[src/rtl/bra_pkg.sv]
// Shared types, constants and helpers for the banker resource allocator.
// No dependencies; used by bra_ctrl, bra_dp and the top level.
`timescale 1ns / 1ps
`default_nettype none
package bra_pkg;

  localparam int NUM_TASKS = 8;
  localparam int NUM_RES   = 4;
  localparam int UNIT_BITS = 16;
  localparam int TASK_W    = 3;
  localparam int RES_W     = 2;
  localparam int WORK_W    = UNIT_BITS + TASK_W + 1;
  localparam int TCNT_W    = 4;
  localparam int ADDR_W    = 5;

  typedef logic [UNIT_BITS-1:0] unit_t;
  typedef logic [NUM_TASKS-1:0] tmask_t;
  typedef logic [TASK_W-1:0]    task_t;
  typedef logic [RES_W-1:0]     res_t;
  typedef logic [WORK_W-1:0]    work_t;

  typedef enum logic [2:0] {
    OP_START     = 3'd0,
    OP_INITIATE  = 3'd1,
    OP_REQUEST   = 3'd2,
    OP_RELEASE   = 3'd3,
    OP_TERMINATE = 3'd4,
    OP_CYCLE_END = 3'd5
  } op_t;

  typedef enum logic [1:0] {
    RS_DONE    = 2'd0,
    RS_BLOCKED = 2'd1,
    RS_ABORTED = 2'd2
  } rstat_t;

  typedef enum logic [2:0] {
    REG_MODE    = 3'd0,
    REG_TCOUNT  = 3'd1,
    REG_TOTAL_0 = 3'd2,
    REG_TOTAL_1 = 3'd3,
    REG_TOTAL_2 = 3'd4,
    REG_TOTAL_3 = 3'd5
  } reg_t;

  typedef enum logic [2:0] {
    ST_IDLE,
    ST_EXEC,
    ST_SAFE,
    ST_DEADLOCK,
    ST_DONE
  } state_t;

  typedef enum logic [2:0] {
    DP_NONE,
    DP_LOAD,
    DP_EXEC,
    DP_SAFE_STEP,
    DP_DL_STEP,
    DP_OUT
  } cmd_t;

  typedef struct packed {
    logic need_safe;
    logic need_dl;
    logic safe_last;
    logic dl_last;
  } dp_stat_t;

  function automatic unit_t sat_add(input unit_t a, input unit_t b);
    logic [UNIT_BITS:0] s;
    s = {1'b0, a} + {1'b0, b};
    return s[UNIT_BITS] ? '1 : s[UNIT_BITS-1:0];
  endfunction

endpackage
`default_nettype wire

[src/rtl/bra_ctrl.sv]
// Controller state machine: sequences accept, execute, safety scan,
// deadlock resolution and result hand-off. Depends on bra_pkg.
`timescale 1ns / 1ps
`default_nettype none
module bra_ctrl (
  input  wire logic              clk,
  input  wire logic              rst_n,
  input  wire logic              in_valid,
  output logic                   in_ready,
  output logic                   out_valid,
  input  wire logic              out_ready,
  input  bra_pkg::dp_stat_t      stat,
  output bra_pkg::cmd_t          cmd
);

  bra_pkg::state_t state_r, state_nxt;
  logic            out_valid_r, out_valid_nxt;

  always_ff @(posedge clk) begin
    if (!rst_n) begin
      state_r     <= bra_pkg::ST_IDLE;
      out_valid_r <= 1'b0;
    end else begin
      state_r     <= state_nxt;
      out_valid_r <= out_valid_nxt;
    end
  end

  always_comb begin
    state_nxt     = state_r;
    out_valid_nxt = out_valid_r & ~out_ready;
    in_ready      = 1'b0;
    cmd           = bra_pkg::DP_NONE;
    case (state_r)
      bra_pkg::ST_IDLE: begin
        in_ready = 1'b1;
        if (in_valid) begin
          cmd       = bra_pkg::DP_LOAD;
          state_nxt = bra_pkg::ST_EXEC;
        end
      end
      bra_pkg::ST_EXEC: begin
        cmd = bra_pkg::DP_EXEC;
        if (stat.need_safe) begin
          state_nxt = bra_pkg::ST_SAFE;
        end else if (stat.need_dl) begin
          state_nxt = bra_pkg::ST_DEADLOCK;
        end else begin
          state_nxt = bra_pkg::ST_DONE;
        end
      end
      bra_pkg::ST_SAFE: begin
        cmd = bra_pkg::DP_SAFE_STEP;
        if (stat.safe_last) begin
          state_nxt = bra_pkg::ST_DONE;
        end
      end
      bra_pkg::ST_DEADLOCK: begin
        cmd = bra_pkg::DP_DL_STEP;
        if (stat.dl_last) begin
          state_nxt = bra_pkg::ST_DONE;
        end
      end
      bra_pkg::ST_DONE: begin
        if (!out_valid_r || out_ready) begin
          cmd           = bra_pkg::DP_OUT;
          out_valid_nxt = 1'b1;
          state_nxt     = bra_pkg::ST_IDLE;
        end
      end
      default: begin
        state_nxt = bra_pkg::ST_IDLE;
      end
    endcase
  end

  assign out_valid = out_valid_r;

endmodule
`default_nettype wire

[config.mk]
export PLATFORM = sky130hd
export DESIGN_NAME = bra_ctrl
export DESIGN_NICKNAME = d
export VERILOG_FILES = /design/src/rtl/bra_pkg.sv /design/src/rtl/bra_ctrl.sv
export SDC_FILE = /design/constraint.sdc
export NUM_CORES = 1
export LEC_CHECK = 0
export BUFFER_PORTS_ARGS = -buffer_cell sky130_fd_sc_hd__buf_2
export CORE_AREA = 2 2 39 41
export CTS_CLUSTER_DIAMETER = 30
export DETAILED_ROUTE_END_ITERATION = 16
export DIE_AREA = 0 0 41 43
export RECOVER_POWER = 50
export SLEW_MARGIN = 30
export SYNTH_ARGS = -nofsm -noshare
export SYNTH_HDL_FRONTEND = slang
export SYNTH_SLANG_ARGS = --single-unit
[constraint.sdc]
create_clock -name clk -period 2 [get_ports clk]
set_clock_uncertainty 0.05 [all_clocks]
set_input_delay 0.4 -clock clk [delete_from_list [all_inputs] [get_ports clk]]
set_output_delay 0.4 -clock clk [all_outputs]
set_load 0.02 [all_outputs]
Word level (Yosys, flattened, before mapping)
Index checks and enable logic that the tools add are counted.
{"block": "classes", "n_eq_ne": 8, "muxes": 13, "bitwise": 2, "reduce_logical": 4}
{"op": "case mux 3 bit (5 select lines)", "n": 2}
{"op": "2-to-1 mux 3 bit", "n": 7}
{"op": "!= test 2 bit, second input constant", "n": 4}
{"op": "== test 3 x 2 -> 1 bit, second input constant", "n": 2}
{"op": "2-to-1 mux 1 bit", "n": 4}
{"op": "AND reduction 4 bit", "n": 1}
{"op": "== test 3 x 1 -> 1 bit, second input constant", "n": 1}
{"op": "== test 3 bit, second input constant", "n": 1}
{"op": "zero test 3 bit", "n": 1}
{"op": "bitwise AND 1 bit", "n": 1}
{"op": "zero test 1 bit", "n": 1}
{"op": "logical OR 1 bit", "n": 1}
{"op": "inverter 1 bit", "n": 1}
{"block": "word_totals", "register_bits": 4, "inputBits": 8, "out_inout_bits": 5, "elab_cells": 29}

Depth between registers and ports, before layout
Gate-level depths: netlist of the first run.
{"block": "logic_depth", "ltp_word": 4, "mapped_depth": 4, "ltp_nobuf": 3}

Least setup slack after synthesis of the first run
OpenSTA, ideal clock, no wires.
{"block": "synth_path", "kind": "register to output", "from": "register state_r[1]", "to": "output cmd[2]", "arrival_time_ns": 1.285, "setup_slack_ns": 0.265, "path_stages_with_launch": 5, "path_cell_list": "dfxtp_1 > buf_2 > nor3b_1 > inv_1 > o21ai_0"}
{"block": "synth_via", "elab_chain_cells": 2}
{"element": "start: declaration", "line_no": "bra_ctrl.sv:16", "rtl": "bra_pkg::state_t state_r, state_nxt;"}
{"element": "start signal: assignment", "line_no": "bra_ctrl.sv:21", "rtl": "state_r <= bra_pkg::ST_IDLE;"}
{"element": "start signal: assignment", "line_no": "bra_ctrl.sv:24", "rtl": "state_r <= state_nxt;"}
{"element": "== test 3 bit (tied with other cells)", "line_no": "bra_ctrl.sv:34", "rtl": "case (state_r)"}
{"element": "case mux 3 bit (5 select lines) *", "line_no": "bra_ctrl.sv:34"}
{"element": "end: declaration", "line_no": "bra_ctrl.sv:13", "rtl": "output bra_pkg::cmd_t cmd"}
Mark *: on every way between the ends. The rest lies on a longest branch, timed or not.

Final worst setup path of the first run
{"block": "layout_path", "from": "register state_r[1]", "to": "output cmd[0]"}
Same word-level chain as after synthesis.

==> flow_summary.ini, run 1 <==
[die]
die_x_um = 41
fp.dieH_um = 43
rows = 14
pin_count = 13
die_area_mm2 = 0.00176
initial_core_util_pct = 20.1
core_area_mm2 = 0.00138

[layout]
final_core_util_pct = 26.6
seq_area_um2 = 80.1
fill_cells = 160
syn_to_final_growth_pct = 32.4
nets = 56
antennaDiodeCount = 0
design_area_um2 = 368
drive_gt1_share_pct = 34.8
multi_input_area_um2 = 179

[logic_synthesis]
avgSynthCellArea_um2 = 8.42
yosysMostFrequentCell = dfxtp_1
synth_nets = 41
netlist_instances = 33
ys.flop_type = dfxtp_1
synth_area_um2 = 278
synthArstFlopShare_pct = 0
ys_seq_area_share_pct = 28.8
synth_edf_count = 0
ys_ff_latch = 4
synth_area_leader_cell = dfxtp_1
synth_commonest_cells = 4 x dfxtp_1, 3 x a21oi_1, 3 x nand3b_1
ys_top_cells_by_area = dfxtp_1 29%, nand3b_1 8.1%, a21oi_1 5.4%
synth_cell_types = 25
synth_top_area_share_pct = 28.8
yosysWarningCount = 0

[routing]
route.antenna.remaining_nets = 0
first_pass_iters = 1
drc = 0
via_count = 269
routedWlPerCell_um = 9.03
wirelength_um = 560
routed_via_density = 4.34
drt-initial-drc-count = 0

[critical_path]
worstSetupEndpointType = output pin
worstReg2RegStart = state_r[0]
reg2reg_slack_ps = 640
required_ps = 1550
worstRegToRegCells = 3
cp_max_fo = 12
crit_start = state_r[1]
start_kind = register
critPathKind = register to output pin
critPathArrivalTime_ps = 1360

[clocking]
worstSkewPairLatency_ps = 240
cts_root_buf = clkbuf_4
cts_num_sinks = 4
post-cts-setup-buffers = 0
cts_buffer_depth = 2
numCtsBuffers = 3
clk_pin_slew_ps = 40
htreeDepth = 1
cts_tree = done
hold_buffers = 0

[sta]
hold_viol_final = 0
finalCriticalPeriod_ps = 1810
whs_ps = 386
rsz0062_at_grt = false
max_freq_ghz = 0.552
layout_setup_ws_ps = 189
fin_crit_sh_pct = 90.5
tightest_slew_ps = 375
slew_viol_final = 0
setup_viol = 0
finalSetupTns_ps = 0
max_slew_margin_pct = 75.0

[power_and_ir_drop]
power.internal_w = 0.000186
p_per_area_mw_per_mm2 = 742
swShare_pct = 31.7
leakage_nw = 0.144
seqPwrFrac_pct = 36.4
peakVddDrop_mv = 0.118
clockPowerShare_pct = 37.8
combPwrFrac_pct = 25.9
p_sw_w = 0.0000864

[global_route]
antenna_found_initial = 0
first_global_vias = 236
grt_start_max_net_pins = 13
grt_remaining_overflow = 0
grt_pass1_wl_um = 917
track_usage_pct = 8.83

[worst_hold_path]
holdPathStages = 2
hold_start = rst_n
hp-class = primary input to register

[place]
place_ws_ps = 363
gp_congestion = 0.635
portBuffers = 12
dp_hpwl_um = 441
placed_area_um2 = 342

[flow_run]
max_cap_violations = 0

[run_status]
outcome = complete, no violations
## repair_timing
action	CTS	global route
setup endpoints to repair	0	1
endpoints found under the hold margin	0	0
gates resized for setup	0	1
## power by group through the flow
stage	clock (W)	combinational (W)	sequential, W
5_1_grt	0.000120	0.0000790	0.000101
6_report	0.000103	0.0000705	0.0000992
2_1_floorplan	0	0.0000610	0.0000909
3_3_place_gp	0	0.0000712	0.000100
3_5_place_dp	0	0.0000715	0.000100
4_1_cts	0.000108	0.0000716	0.0000989
## cells in the final DEF (no fill, tap or decap), types with 2 or more instances in the layout
cell / count
a21oi_1: 3
buf_2: 11
clkbuf_4: 3
dfxtp_1: 4
inv_1: 2
nand3b_1: 3
nor2_1: 2
## worst paths after layout
path | end
hold reg to reg | state_r[1]
setup / recovery | cmd[0]
hold / removal | out_valid
setup reg to reg | state_r[2]
## worst max-delay path, cell delays in order (launching register included)
cell and delay [ps]:
dfxtp_1 410, or3b_1 410, a21oi_1 130, buf_2 180
## registers in the layout (all words and copies together), names as in the netlist
name,cells
out_valid,1
state_r,3
## cell type report
type	count	share of cell area, %
timing repair buffer	12	16.0
tap	16	5.44
clock buffer	3	6.12
sequential	4	21.8
multi-input combinational	25	48.6
inverter	2	2.04
## routing by layer
| layer | track usage [%] | up-vias | routed length [um] |
|---|---|---|---|
| met3 | 7.85 | 2 | 42 |
| met2 | 11.6 | 8 | 277 |
| li1 | - | 149 | - |
| met1 | 7.69 | 110 | 232 |
| met4 | 8.00 | 0 | 8 |
| met5 | 0 | - | 0 |
## per-stage QoR
step,total power (W),std cells
5_1_grt,0.000300,62
4_1_cts,0.000279,62
3_5_place_dp,0.000172,59
3_3_place_gp,0.000171,59
2_1_floorplan,0.000152,33
6_report,0.000273,62
## kinds of logic (layout without fill, tap and decap cells)
kind of cell | count (synthesis) | after routing | synth area share [%]
XOR/XNOR | 1 | 1 | 3.15
AND/OR/NAND/NOR | 15 | 15 | 37.4
AO/OA/AOI/OAI | 8 | 8 | 18.5
buffers and inverters | 4 | 17 | 8.55
flip-flops | 4 | 4 | 28.8
multiplexers | 1 | 1 | 3.60
Note: power is estimated with default switching activity, not from simulation.
==> run 2: changes to the inputs <==
--- a/config.mk
+++ b/config.mk
@@ -10,6 +10,7 @@
 export CTS_CLUSTER_DIAMETER = 30
 export DETAILED_ROUTE_END_ITERATION = 16
 export DIE_AREA = 0 0 41 43
+export PLACE_DENSITY = 0.5
 export RECOVER_POWER = 50
 export SLEW_MARGIN = 30
 export SYNTH_ARGS = -nofsm -noshare
==> flow_summary.ini, run 2 (same netlist as run 1, synthesis figures left out) <==
[flow_run]
max_cap_violations = 0

[clocking]
numCtsBuffers = 3
post_cts_resized = 0
cts_buffer_depth = 2
hold_buffers = 0
htreeDepth = 1
post-cts-setup-buffers = 0
cts_root_buf = clkbuf_4
cts_num_sinks = 4
clk_pin_slew_ps = 40
cts_tree = done
worstSkewPairLatency_ps = 240

[critical_path]
worstReg2RegStart = state_r[0]
critPathKind = register to output pin
start_kind = register
cp_max_fo = 8
critPathArrivalTime_ps = 1420
worstRegToRegCells = 4
reg2reg_slack_ps = 500
r2r-end = state_r[2]
required_ps = 1550
worstSetupEndpointType = output pin

[place]
portBuffers = 12
dp_hpwl_um = 490
gp_congestion = 0.578

[sta]
fin_crit_sh_pct = 93.3
setup_viol = 0
finalSetupTns_ps = 0
tightest_slew_ps = 361
max_freq_ghz = 0.536
hold_viol_final = 0
max_slew_margin_pct = 75.9
slew_viol_final = 0
rsz0062_at_grt = false
finalCriticalPeriod_ps = 1870
whs_ps = 398

[global_route]
grt_use_met3_pct = 3.14
first_global_vias = 285
met2_usage_pct = 12.8
grt_remaining_overflow = 0
track_usage_pct = 9.25
grt_start_max_net_pins = 9
grt-busiest-layer = met2
use_met1_pct = 9.68
antenna_found_initial = 0
grt_pass1_wl_um = 1050

[routing]
wirelength_um = 619
routed_via_density = 4.36
route.antenna.remaining_nets = 0
routedWlPerCell_um = 9.67
drt-initial-drc-count = 1
drc = 0
via_count = 279
first_pass_iters = 4

[die]
die_x_um = 41
fp.dieH_um = 43
rows = 14
core_area_mm2 = 0.00138
die_area_mm2 = 0.00176
initial_core_util_pct = 20.1
pin_count = 13

[worst_hold_path]
hold_start = rst_n
hold_end = out_valid
holdPathStages = 2
hp-class = primary input to register

[layout]
antennaDiodeCount = 0
layout_commonest_cell = buf_2
nets = 58
largest_register_ffs = 3
layout_common_cells = 11 x buf_2, 4 x dfxtp_1, 3 x a21oi_1, 3 x nand3b_1, 3 x clkbuf_4
syn_to_final_growth_pct = 34.7
drive_gt1_share_pct = 33.3
regMostFlops = state_r

[power_and_ir_drop]
power.internal_w = 0.000189
p_sw_w = 0.0000880
clockPowerShare_pct = 37.3
peakVddDrop_mv = 0.150
leakage_nw = 0.147
swShare_pct = 31.8
seqPwrFrac_pct = 32.9
p_per_area_mw_per_mm2 = 741
combPwrFrac_pct = 29.8

[run_status]
outcome = complete, no violations
## run 2: power groups by stage
stage	clock network (W)	registers, W	logic, W
after CTS	0.000107	0.0000915	0.0000867
after global placement	0	0.0000928	0.0000863
after floorplan	0	0.0000909	0.0000610
after global routing	0.000112	0.0000923	0.0000932
after detailed placement	0	0.0000930	0.0000862
final	0.000103	0.0000911	0.0000826
## run 2: final cells by class
cell class	count	area [um2]
inverters	2	7.51
flip-flops and latches	4	80.1
multi-input cells	25	174
clock buffers	3	22.5
repair buffers	14	70.1
well taps	16	20.0
fillers	167	1010
## run 2: how the worst max path moves through the flow
stage / start / to / slack (ps)
2_1_floorplan: state_r[1] / cmd[2] / 270
3_3_place_gp: out_ready / cmd[0] / 390
3_5_place_dp: out_ready / cmd[0] / 380
4_1_cts: state_r[2] / cmd[2] / 130
5_1_grt: state_r[2] / cmd[2] / 10
6_report: state_r[2] / cmd[2] / 130
## run 2: metrics by stage
stage / area, um2 / instances / setup WS, ps / total power, W / util [%]
finish: 374 / 64 / 135 / 0.000277 / 27.0
global route: 374 / 64 / 9.83 / 0.000298 / 27.0
CTS: 379 / 64 / 129 / 0.000285 / 27.4
detailed placement: 357 / 61 / 384 / 0.000179 / 25.8
global placement: 357 / 61 / 388 / 0.000179 / 25.8
floorplan: 278 / 33 / 265 / 0.000152 / -
## run 2: worst max-delay path, cell delays in order, from the launching register on
cell	delay (ps)
dfxtp_1	430
nor3b_1	370
inv_1	60
o21ai_0	140
buf_2	180
## run 2: layer usage
layer  part of all wire [%]  routed length (um)  up-vias
li1                       -                   -      149
met2                     53                 331        4
met3                    2.6                  16        2
met4                    1.9                  12        0
met5                      0                   0        -
met1                     42                 259      124
